## src/design/rle_pkg.sv

```systemverilog
`timescale 1ns / 1ps
`default_nettype none

package rle_pkg;

   localparam int MAX_BLOCK = 63;
   localparam int CNT_W     = 7;
   localparam int ADDR_W    = $clog2(MAX_BLOCK);

   localparam logic [7:0] RUN_FLAG   = 8'h80;
   localparam logic [7:0] SINGLE_HDR = 8'h01;

   typedef struct packed {
      logic [7:0] data_byte;
      logic       stream_end;
   } req_type;

   typedef struct packed {
      logic [7:0] out_byte;
      logic       burst_last;
   } rsp_type;

   typedef enum logic [2:0] {
      CNT_HOLD,
      CNT_ZERO,
      CNT_ONE,
      CNT_TWO,
      CNT_INC
   } cnt_sel_type;

   typedef enum logic [1:0] {
      LEN_TWO,
      LEN_CM1,
      LEN_C,
      LEN_CP1
   } lit_sel_type;

   typedef enum logic [1:0] {
      RCNT_TWO,
      RCNT_C,
      RCNT_CP1
   } run_sel_type;

   typedef enum logic [1:0] {
      WR_AT0_PREV,
      WR_AT1_IN,
      WR_AT_CNT_X
   } wr_sel_type;

   typedef enum logic [2:0] {
      OSEL_LIT_HDR,
      OSEL_LIT_DATA,
      OSEL_RUN_HDR,
      OSEL_RUN_DATA,
      OSEL_SGL_HDR,
      OSEL_SGL_DATA
   } out_sel_type;

   typedef struct packed {
      logic        accept;
      cnt_sel_type cnt_sel;
      lit_sel_type lit_sel;
      run_sel_type run_sel;
      logic        wr_en;
      wr_sel_type  wr_sel;
      logic        rd_en;
      logic        idx_clr;
      logic        idx_inc;
      logic        out_load;
      out_sel_type out_sel;
      logic        out_last;
   } dp_cmd_type;

   typedef struct packed {
      logic eq;
      logic full;
      logic last_in;
      logic lit_last;
      logic out_free;
   } dp_status_type;

endpackage

`default_nettype wire

```

## src/design/rle_dp.sv

```systemverilog
`timescale 1ns / 1ps
`default_nettype none

module rle_dp (
   input  wire logic                  clock,
   input  wire logic                  reset,
   input  wire rle_pkg::req_type      req_data,
   input  wire rle_pkg::dp_cmd_type   cmd,
   input  wire logic                  rsp_stall,
   output rle_pkg::dp_status_type     status,
   output logic                       rsp_valid,
   output rle_pkg::rsp_type           rsp_data
);
   import rle_pkg::*;

   logic [7:0]       prev_ff, prev_in;
   logic [7:0]       in_byte_ff, in_byte_in;
   logic [7:0]       run_byte_ff, run_byte_in;
   logic [CNT_W-1:0] cnt_ff, cnt_in;
   logic [CNT_W-1:0] lit_len_ff, lit_len_in;
   logic [CNT_W-1:0] run_cnt_ff, run_cnt_in;
   logic [ADDR_W-1:0] idx_ff, idx_in;
   logic             rsp_valid_ff, rsp_valid_in;
   rsp_type          rsp_ff, rsp_in;

   logic [7:0]       mem_ff [MAX_BLOCK];
   logic [7:0]       rd_data_ff;
   logic [ADDR_W-1:0] wr_addr;
   logic [7:0]       wr_data;
   logic [7:0]       out_byte;

   always_comb begin
      status.eq       = (req_data.data_byte == prev_ff);
      status.full     = (cnt_ff == CNT_W'(MAX_BLOCK - 1));
      status.last_in  = req_data.stream_end;
      status.lit_last = ((CNT_W'(idx_ff) + CNT_W'(1)) == lit_len_ff);
      status.out_free = !rsp_valid_ff || !rsp_stall;
   end

   // every accepted byte becomes the new previous byte
   always_comb begin
      prev_in     = cmd.accept ? req_data.data_byte : prev_ff;
      in_byte_in  = cmd.accept ? req_data.data_byte : in_byte_ff;
      run_byte_in = cmd.accept ? prev_ff : run_byte_ff;
   end

   always_comb begin
      case (cmd.cnt_sel)
         CNT_HOLD: cnt_in = cnt_ff;
         CNT_ZERO: cnt_in = '0;
         CNT_ONE:  cnt_in = CNT_W'(1);
         CNT_TWO:  cnt_in = CNT_W'(2);
         CNT_INC:  cnt_in = cnt_ff + CNT_W'(1);
         default:  cnt_in = cnt_ff;
      endcase
   end

   always_comb begin
      lit_len_in = lit_len_ff;
      run_cnt_in = run_cnt_ff;
      if (cmd.accept) begin
         case (cmd.lit_sel)
            LEN_TWO: lit_len_in = CNT_W'(2);
            LEN_CM1: lit_len_in = cnt_ff - CNT_W'(1);
            LEN_C:   lit_len_in = cnt_ff;
            LEN_CP1: lit_len_in = cnt_ff + CNT_W'(1);
            default: lit_len_in = cnt_ff;
         endcase
         case (cmd.run_sel)
            RCNT_TWO: run_cnt_in = CNT_W'(2);
            RCNT_C:   run_cnt_in = cnt_ff;
            RCNT_CP1: run_cnt_in = cnt_ff + CNT_W'(1);
            default:  run_cnt_in = cnt_ff;
         endcase
      end
   end

   always_comb begin
      if (cmd.idx_clr) begin
         idx_in = '0;
      end else if (cmd.idx_inc) begin
         idx_in = idx_ff + ADDR_W'(1);
      end else begin
         idx_in = idx_ff;
      end
   end

   always_comb begin
      case (cmd.wr_sel)
         WR_AT0_PREV: begin
            wr_addr = '0;
            wr_data = prev_ff;
         end
         WR_AT1_IN: begin
            wr_addr = ADDR_W'(1);
            wr_data = in_byte_ff;
         end
         WR_AT_CNT_X: begin
            wr_addr = cnt_ff[ADDR_W-1:0];
            wr_data = req_data.data_byte;
         end
         default: begin
            wr_addr = '0;
            wr_data = prev_ff;
         end
      endcase
   end

   always_ff @(posedge clock) begin
      if (cmd.wr_en) begin
         mem_ff[wr_addr] <= wr_data;
      end
      if (cmd.rd_en) begin
         rd_data_ff <= mem_ff[idx_ff];
      end
   end

   always_comb begin
      case (cmd.out_sel)
         OSEL_LIT_HDR:  out_byte = {1'b0, lit_len_ff};
         OSEL_LIT_DATA: out_byte = rd_data_ff;
         OSEL_RUN_HDR:  out_byte = RUN_FLAG | {1'b0, run_cnt_ff};
         OSEL_RUN_DATA: out_byte = run_byte_ff;
         OSEL_SGL_HDR:  out_byte = SINGLE_HDR;
         OSEL_SGL_DATA: out_byte = in_byte_ff;
         default:       out_byte = in_byte_ff;
      endcase
   end

   always_comb begin
      rsp_valid_in = cmd.out_load || (rsp_valid_ff && rsp_stall);
      if (cmd.out_load) begin
         rsp_in.out_byte   = out_byte;
         rsp_in.burst_last = cmd.out_last;
      end else begin
         rsp_in = rsp_ff;
      end
   end

   always_ff @(posedge clock) begin
      if (reset) begin
         prev_ff      <= '0;
         cnt_ff       <= '0;
         rsp_valid_ff <= 1'b0;
      end else begin
         prev_ff      <= prev_in;
         cnt_ff       <= cnt_in;
         rsp_valid_ff <= rsp_valid_in;
      end
   end

   always_ff @(posedge clock) begin
      in_byte_ff  <= in_byte_in;
      run_byte_ff <= run_byte_in;
      lit_len_ff  <= lit_len_in;
      run_cnt_ff  <= run_cnt_in;
      idx_ff      <= idx_in;
      rsp_ff      <= rsp_in;
   end

   assign rsp_valid = rsp_valid_ff;
   assign rsp_data  = rsp_ff;

   a_load_when_free: assert property (@(posedge clock) disable iff (reset)
      cmd.out_load |-> status.out_free)
      else $error("output register overwritten while stalled");

   a_lit_len_nonzero: assert property (@(posedge clock) disable iff (reset)
      (cmd.out_load && cmd.out_sel == OSEL_LIT_HDR) |-> (lit_len_ff != '0))
      else $error("empty literal header");

   a_read_in_literal: assert property (@(posedge clock) disable iff (reset)
      cmd.rd_en |-> (CNT_W'(idx_ff) < lit_len_ff))
      else $error("store read beyond open literal");

endmodule

`default_nettype wire

```

## src/design/rle_ctrl.sv

```systemverilog
`timescale 1ns / 1ps
`default_nettype none

module rle_ctrl (
   input  wire logic                   clock,
   input  wire logic                   reset,
   input  wire logic                   req_valid,
   output logic                        req_stall,
   input  wire rle_pkg::dp_status_type status,
   output rle_pkg::dp_cmd_type         cmd
);
   import rle_pkg::*;

   typedef enum logic [8:0] {
      ST_READY     = 9'b000000001,
      ST_WR_SECOND = 9'b000000010,
      ST_LIT_HDR   = 9'b000000100,
      ST_LIT_RD    = 9'b000001000,
      ST_LIT_DATA  = 9'b000010000,
      ST_RUN_HDR   = 9'b000100000,
      ST_RUN_DATA  = 9'b001000000,
      ST_SGL_HDR   = 9'b010000000,
      ST_SGL_DATA  = 9'b100000000
   } state_type;

   typedef enum logic [3:0] {
      SEG_IDLE    = 4'b0001,
      SEG_SINGLE  = 4'b0010,
      SEG_RUN     = 4'b0100,
      SEG_LITERAL = 4'b1000
   } seg_type;

   state_type state_ff, state_in;
   seg_type   seg_ff, seg_in;
   logic      lit_pend_ff, lit_pend_in;
   logic      run_pend_ff, run_pend_in;
   logic      sgl_pend_ff, sgl_pend_in;
   logic      two_wr;

   function automatic state_type first_state(input logic lit, input logic run,
                                             input logic sgl);
      state_type s;
      if (lit) begin
         s = ST_LIT_HDR;
      end else if (run) begin
         s = ST_RUN_HDR;
      end else if (sgl) begin
         s = ST_SGL_HDR;
      end else begin
         s = ST_READY;
      end
      return s;
   endfunction

   assign req_stall = (state_ff != ST_READY);

   always_comb begin
      cmd         = '0;
      cmd.cnt_sel = CNT_HOLD;
      cmd.lit_sel = LEN_TWO;
      cmd.run_sel = RCNT_TWO;
      cmd.wr_sel  = WR_AT0_PREV;
      cmd.out_sel = OSEL_LIT_HDR;
      state_in    = state_ff;
      seg_in      = seg_ff;
      lit_pend_in = lit_pend_ff;
      run_pend_in = run_pend_ff;
      sgl_pend_in = sgl_pend_ff;
      two_wr      = 1'b0;

      case (state_ff)
         ST_READY: begin
            if (req_valid) begin
               cmd.accept  = 1'b1;
               lit_pend_in = 1'b0;
               run_pend_in = 1'b0;
               sgl_pend_in = 1'b0;
               case (seg_ff)
                  SEG_IDLE: begin
                     if (status.last_in) begin
                        sgl_pend_in = 1'b1;
                        seg_in      = SEG_IDLE;
                        cmd.cnt_sel = CNT_ZERO;
                     end else begin
                        seg_in      = SEG_SINGLE;
                        cmd.cnt_sel = CNT_ONE;
                     end
                  end
                  SEG_SINGLE: begin
                     if (status.eq) begin
                        if (status.last_in) begin
                           run_pend_in = 1'b1;
                           cmd.run_sel = RCNT_TWO;
                           seg_in      = SEG_IDLE;
                           cmd.cnt_sel = CNT_ZERO;
                        end else begin
                           seg_in      = SEG_RUN;
                           cmd.cnt_sel = CNT_TWO;
                        end
                     end else begin
                        // pending byte goes to entry 0 now, new byte next cycle
                        cmd.wr_en  = 1'b1;
                        cmd.wr_sel = WR_AT0_PREV;
                        two_wr     = 1'b1;
                        if (status.last_in) begin
                           lit_pend_in = 1'b1;
                           cmd.lit_sel = LEN_TWO;
                           seg_in      = SEG_IDLE;
                           cmd.cnt_sel = CNT_ZERO;
                        end else begin
                           seg_in      = SEG_LITERAL;
                           cmd.cnt_sel = CNT_TWO;
                        end
                     end
                  end
                  SEG_RUN: begin
                     if (status.eq) begin
                        if (status.full || status.last_in) begin
                           run_pend_in = 1'b1;
                           cmd.run_sel = RCNT_CP1;
                           seg_in      = SEG_IDLE;
                           cmd.cnt_sel = CNT_ZERO;
                        end else begin
                           cmd.cnt_sel = CNT_INC;
                        end
                     end else begin
                        run_pend_in = 1'b1;
                        cmd.run_sel = RCNT_C;
                        if (status.last_in) begin
                           sgl_pend_in = 1'b1;
                           seg_in      = SEG_IDLE;
                           cmd.cnt_sel = CNT_ZERO;
                        end else begin
                           seg_in      = SEG_SINGLE;
                           cmd.cnt_sel = CNT_ONE;
                        end
                     end
                  end
                  SEG_LITERAL: begin
                     if (status.eq) begin
                        // last stored byte moves into the new run
                        lit_pend_in = 1'b1;
                        cmd.lit_sel = LEN_CM1;
                        if (status.last_in) begin
                           run_pend_in = 1'b1;
                           cmd.run_sel = RCNT_TWO;
                           seg_in      = SEG_IDLE;
                           cmd.cnt_sel = CNT_ZERO;
                        end else begin
                           seg_in      = SEG_RUN;
                           cmd.cnt_sel = CNT_TWO;
                        end
                     end else begin
                        cmd.wr_en  = 1'b1;
                        cmd.wr_sel = WR_AT_CNT_X;
                        if (status.last_in) begin
                           lit_pend_in = 1'b1;
                           cmd.lit_sel = LEN_CP1;
                           seg_in      = SEG_IDLE;
                           cmd.cnt_sel = CNT_ZERO;
                        end else if (status.full) begin
                           // full literal keeps its newest byte as a pending single
                           lit_pend_in = 1'b1;
                           cmd.lit_sel = LEN_C;
                           seg_in      = SEG_SINGLE;
                           cmd.cnt_sel = CNT_ONE;
                        end else begin
                           cmd.cnt_sel = CNT_INC;
                        end
                     end
                  end
                  default: begin
                     seg_in      = SEG_IDLE;
                     cmd.cnt_sel = CNT_ZERO;
                  end
               endcase
               if (two_wr) begin
                  state_in = ST_WR_SECOND;
               end else begin
                  state_in = first_state(lit_pend_in, run_pend_in, sgl_pend_in);
               end
            end
         end
         ST_WR_SECOND: begin
            cmd.wr_en  = 1'b1;
            cmd.wr_sel = WR_AT1_IN;
            state_in   = first_state(lit_pend_ff, run_pend_ff, sgl_pend_ff);
         end
         ST_LIT_HDR: begin
            if (status.out_free) begin
               cmd.out_load = 1'b1;
               cmd.out_sel  = OSEL_LIT_HDR;
               cmd.idx_clr  = 1'b1;
               state_in     = ST_LIT_RD;
            end
         end
         ST_LIT_RD: begin
            cmd.rd_en = 1'b1;
            state_in  = ST_LIT_DATA;
         end
         ST_LIT_DATA: begin
            if (status.out_free) begin
               cmd.out_load = 1'b1;
               cmd.out_sel  = OSEL_LIT_DATA;
               cmd.out_last = status.lit_last && !run_pend_ff && !sgl_pend_ff;
               if (status.lit_last) begin
                  state_in = first_state(1'b0, run_pend_ff, sgl_pend_ff);
               end else begin
                  cmd.idx_inc = 1'b1;
                  state_in    = ST_LIT_RD;
               end
            end
         end
         ST_RUN_HDR: begin
            if (status.out_free) begin
               cmd.out_load = 1'b1;
               cmd.out_sel  = OSEL_RUN_HDR;
               state_in     = ST_RUN_DATA;
            end
         end
         ST_RUN_DATA: begin
            if (status.out_free) begin
               cmd.out_load = 1'b1;
               cmd.out_sel  = OSEL_RUN_DATA;
               cmd.out_last = !sgl_pend_ff;
               state_in     = first_state(1'b0, 1'b0, sgl_pend_ff);
            end
         end
         ST_SGL_HDR: begin
            if (status.out_free) begin
               cmd.out_load = 1'b1;
               cmd.out_sel  = OSEL_SGL_HDR;
               state_in     = ST_SGL_DATA;
            end
         end
         ST_SGL_DATA: begin
            if (status.out_free) begin
               cmd.out_load = 1'b1;
               cmd.out_sel  = OSEL_SGL_DATA;
               cmd.out_last = 1'b1;
               state_in     = ST_READY;
            end
         end
         default: begin
            state_in = ST_READY;
         end
      endcase
   end

   always_ff @(posedge clock) begin
      if (reset) begin
         state_ff    <= ST_READY;
         seg_ff      <= SEG_IDLE;
         lit_pend_ff <= 1'b0;
         run_pend_ff <= 1'b0;
         sgl_pend_ff <= 1'b0;
      end else begin
         state_ff    <= state_in;
         seg_ff      <= seg_in;
         lit_pend_ff <= lit_pend_in;
         run_pend_ff <= run_pend_in;
         sgl_pend_ff <= sgl_pend_in;
      end
   end

   a_no_lit_and_sgl: assert property (@(posedge clock) disable iff (reset)
      !(lit_pend_ff && sgl_pend_ff))
      else $error("literal and single token in one request");

   a_read_before_data: assert property (@(posedge clock) disable iff (reset)
      (state_ff == ST_LIT_DATA) |->
         $past(state_ff == ST_LIT_RD || state_ff == ST_LIT_DATA))
      else $error("literal byte sent without store read");

   a_last_ends_burst: assert property (@(posedge clock) disable iff (reset)
      (cmd.out_load && cmd.out_last) |=> (state_ff == ST_READY))
      else $error("burst continues after last result");

endmodule

`default_nettype wire

```

## src/design/rle_byte_compressor_top.sv

```systemverilog
`timescale 1ns / 1ps
`default_nettype none

// Byte-stream run-length encoder with a 7-bit count. Each request carries one raw
// byte and an end-of-stream flag; results are token bytes (run header 0x80|count
// then the byte, or literal header count then the bytes), with burst_last set on the
// last byte a request produces. A request is taken when the controller is waiting.
// Its results then leave at one byte per cycle for headers and run/single bytes
// while rsp_stall does not hold the output register; each literal byte is first read
// back from a store of MAX_BLOCK entries into a read register before it is loaded
// into the output register. A request that opens a literal from a pending byte passes
// through ST_WR_SECOND for the second store write. A request that yields nothing
// returns the controller to waiting.
module rle_byte_compressor_top (
   input  wire logic             clock,
   input  wire logic             reset,
   input  wire logic             req_valid,
   output logic                  req_stall,
   input  wire rle_pkg::req_type req_data,
   output logic                  rsp_valid,
   input  wire logic             rsp_stall,
   output rle_pkg::rsp_type      rsp_data
);
   import rle_pkg::*;

   dp_cmd_type    cmd;
   dp_status_type status;

   rle_ctrl u_ctrl (
      .clock     (clock),
      .reset     (reset),
      .req_valid (req_valid),
      .req_stall (req_stall),
      .status    (status),
      .cmd       (cmd)
   );

   rle_dp u_dp (
      .clock     (clock),
      .reset     (reset),
      .req_data  (req_data),
      .cmd       (cmd),
      .rsp_stall (rsp_stall),
      .status    (status),
      .rsp_valid (rsp_valid),
      .rsp_data  (rsp_data)
   );

endmodule

`default_nettype wire
```

## config.mk

```make
export PLATFORM = sky130hd
export DESIGN_NAME = rle_byte_compressor_top
export DESIGN_NICKNAME = d
export VERILOG_FILES = /design/src/design/rle_pkg.sv /design/src/design/rle_dp.sv /design/src/design/rle_ctrl.sv /design/src/design/rle_byte_compressor_top.sv
export SDC_FILE = /design/constraint.sdc
export NUM_CORES = 1
export LEC_CHECK = 0
export ABC_AREA = 1
export BUFFER_PORTS_ARGS = -buffer_cell sky130_fd_sc_hd__buf_4
export CORE_UTILIZATION = 45
export DETAILED_ROUTE_END_ITERATION = 6
export GPL_TIMING_DRIVEN = 1
export PLACE_DENSITY_LB_ADDON = 0.25
export SYNTH_ARGS = -nofsm -noshare
export SYNTH_HDL_FRONTEND = slang
export SYNTH_HIERARCHICAL = 1
export SYNTH_SLANG_ARGS = --single-unit
```

## constraint.sdc

```tcl
create_clock -name clock -period 7.7 [get_ports clock]
set_clock_uncertainty 0.05 [all_clocks]
set_input_delay 1.54 -clock clock [delete_from_list [all_inputs] [get_ports clock]]
set_output_delay 1.54 -clock clock [all_outputs]
set_load 0.005 [all_outputs]
```

==> summary.txt <==
Max Clk Rate - 175.4 MHz
port bufs - 23
Min-Delay Startpoint - u_dp/prev_ff[3]
commonest cells after routing, fill and taps aside - 759 x nand2_1, 551 x edfxtp_1, 465 x nand3_1
WL per Instance - 20.76 um
area growth from synthesis to layout - 9.609%
CTS Sinks - 589
final period utilization - 74.02%
final core occ - 50.25%
# IOs - 24
share of cells above drive strength 1 - 7.744%
Synth top area share - 65.00%
Antenna Nets Post-Route - 0
worst-path cell with the longest stage delay - nor2_1
Hold Path Class - reg -> reg
Net Count, Synth - 2388
area of the core - 55520 um^2
die span in x - 239.8 um
RR Startpoint - u_dp/prev_ff[4]
Largest stage delay, worst path - 920 ps
post-detail-place hpwl - 40000 um
postcts setup bufs - 0
RePlAce Congestion - 0.9367
Initial Util - 45.85%
final net count - 2372
total power - 9902 uW
Pre-Repair DR Iteration Count - 5
largest net degree at the start of global routing - 138
first-pass GRT wire length - 98900 um
Crit path max-delay family - simple AND/OR/NAND/NOR gates
synth unique cells - 51
WS Path Type - in -> reg
Hold Crit Depth - 0
synthesized flop and latch total - 589
R2R Path End - u_dp/mem_ff[3][2]
Mean Syn Cell Area - 10.75 um^2
setup slack, reg-to-reg - 2630 ps
max-slew violations - 0
endpoint type of the worst setup path - flip-flop
outcome - finished clean
top_reg_cell synth - edfxtp_1
worst-case clock buffer depth - 3
Power Dens Cells - 354.9 nW/um^2
post-CTS sizing - 0
leakage power - 0.01005 uW
Worst EP required - 7890 ps
max cap viols - 0
setup violators final - 0
via count - 17410
PnR worst setup slack - 2000 ps
EDFF count, synth - 551
Die Height - 239.8 um
worst path bufs/invs - 2
Site Rows - 86
CTS buffer count - 59
Mapped Cells - 2369
worst path arrival time - 5890 ps
min Tclk post-route - 5700 ps
CP cell instances - buf_4, xnor2_1, nand4_1, nor4_1, inv_1, nand2_2, nor2_1, ha_1, a21oi_1, nand3_1, nor2_1
global-route usage over all layers - 22.94%
Root Buffer - clkbuf_16
final wirelength - 65390 um
Max FO, Critical Path - 12
H-tree Lvls - 2
RSZ-0062 raised after global routing - no
number of global-route vias before repair - 16850
Ys Warns - 6
crit start category - primary input
# DRC - 0
Worst Max-Slew Pin Slew - 1238 ps
Post-CTS Hold Buffers - 0
Peak VDD IR - 192.3 uV
Reg2Reg Depth - 10
hold endpoint - u_dp/run_byte_ff[3]
DP Worst Slack - 1542 ps
synth top area cells - edfxtp_1 65%, nand2_1 11%, nand3_1 9.1%
clk_lat worst skew - 630 ps
Antenna Diode Count - 0
initial antenna violation count - 1
relative slew slack - 17.30%
multi-input logic area - 7231 um^2
clock transition at the registers of the reported paths - 60 ps
Setup Total Neg Slack - 0 ps
Async SR Flop Fraction - 0%
Vias/cell - 5.528
post-synthesis sequential area ratio - 67.98%
CTS tree - built
commonest non-fill, non-tap cell in the layout - nand2_1
gr ovfl total - 0
Fillers - 5001
Hold Fails Final Rpt - 0
Die Area - 57530 um^2
area leader, netlist - edfxtp_1
most frequent CP cell - nor2_1
DRT iter0 DRCs - 1995
post-synth design cell area - 25460 um^2
Sequential Area - 17320 um^2
## through the flow
step / cells / instance area [um^2] / hold slack (ps)
4_1_cts: 3150 / 27900 / 389.5
5_1_grt: 3150 / 27900 / 392.0
3_5_place_dp: 3040 / 26140 / 375.6
2_1_floorplan: 2369 / 25460 / 358.2
3_3_place_gp: 3040 / 26140 / 366.4
6_report: 3150 / 27900 / 390.2
## state kept, by name, indices dropped and copies added, names as in the netlist
signal / cells
u_ctrl/lit_pend_ff: 1
u_ctrl/run_pend_ff: 1
u_ctrl/seg_ff: 4
u_ctrl/sgl_pend_ff: 1
u_ctrl/state_ff: 9
u_dp/cnt_ff: 7
u_dp/idx_ff: 6
u_dp/in_byte_ff: 8
u_dp/lit_len_ff: 7
u_dp/mem_ff: 504
u_dp/prev_ff: 8
u_dp/rd_data_ff: 8
u_dp/rsp_data: 9
u_dp/rsp_valid: 1
u_dp/run_byte_ff: 8
u_dp/run_cnt_ff: 7
## worst reg2reg max path, stage by stage (launching register included)
cell	delay (ps)
dfxtp_1	420
xnor2_1	160
nand4_1	140
nor4_1	710
inv_1	280
nand2_2	210
nor2_1	80
ha_1	460
a21oi_1	430
nand3_1	840
nor2_1	920
## how the worst max path moves through the flow
| stage | start | end | slack, ps | cells past startpoint |
|---|---|---|---|---|
| after detailed placement | req_data[5] | u_dp/mem_ff[3][5] | 1540 | 11 |
| after global placement | req_data[2] | u_dp/mem_ff[3][0] | 1590 | 11 |
| after CTS | req_data[5] | u_dp/mem_ff[1][6] | 2180 | 11 |
| after global routing | req_data[5] | u_dp/mem_ff[3][2] | 1790 | 11 |
| final | req_data[5] | u_dp/mem_ff[3][2] | 2000 | 11 |
| after floorplan | req_data[7] | u_dp/mem_ff[0][2] | 1890 | 9 |
## synthesized netlist by cell type, types with 7 or more instances
master      n
dfxtp_1    38
nand3_1   465
a21oi_1    45
buf_2      63
nor3_1     11
buf_1      13
nor2_1    157
nand2_1   759
buf_4      26
clkbuf_1   14
inv_2       9
xor2_1     15
inv_1      69
o21ai_0    22
nor2_2      7
edfxtp_1  551
nand4_1    12
## layout make-up
cell class / count / area share [%]
repair buffers: 45 / 1.211
inverters: 83 / 1.157
well taps: 748 / 3.354
flip-flops and latches: 589 / 62.06
multi-input cells: 1575 / 25.91
clock buffers: 77 / 5.605
clock inverters: 33 / 0.7040
## cell families after synthesis
kind of cell	after synthesis	synth area share, %
simple gates	1442	24.51
xor+xnor	20	0.6881
buf+inv	205	3.917
fa+ha+maj	6	0.2949
flops	589	67.98
compound gates	107	2.610
## per-layer routing
| layer | up-vias | part of all wire, % | global-route usage, % |
|---|---|---|---|
| met3 | 112 | 7.7 | 3.884 |
| met5 | - | 0 | 0 |
| met2 | 696 | 47 | 37.68 |
| met4 | 0 | 2.7 | 7.296 |
| li1 | 8187 | - | - |
| met1 | 8417 | 42 | 31.06 |
## power breakdown
part | switching (uW) | total, uW | internal (uW)
registers | 211 | 4060 | 3850
clock network | 1180 | 2640 | 1460
logic | 2350 | 3200 | 847
total | 3750 | 9900 | 6150
No activity file was read; power rests on OpenSTA's default activity.
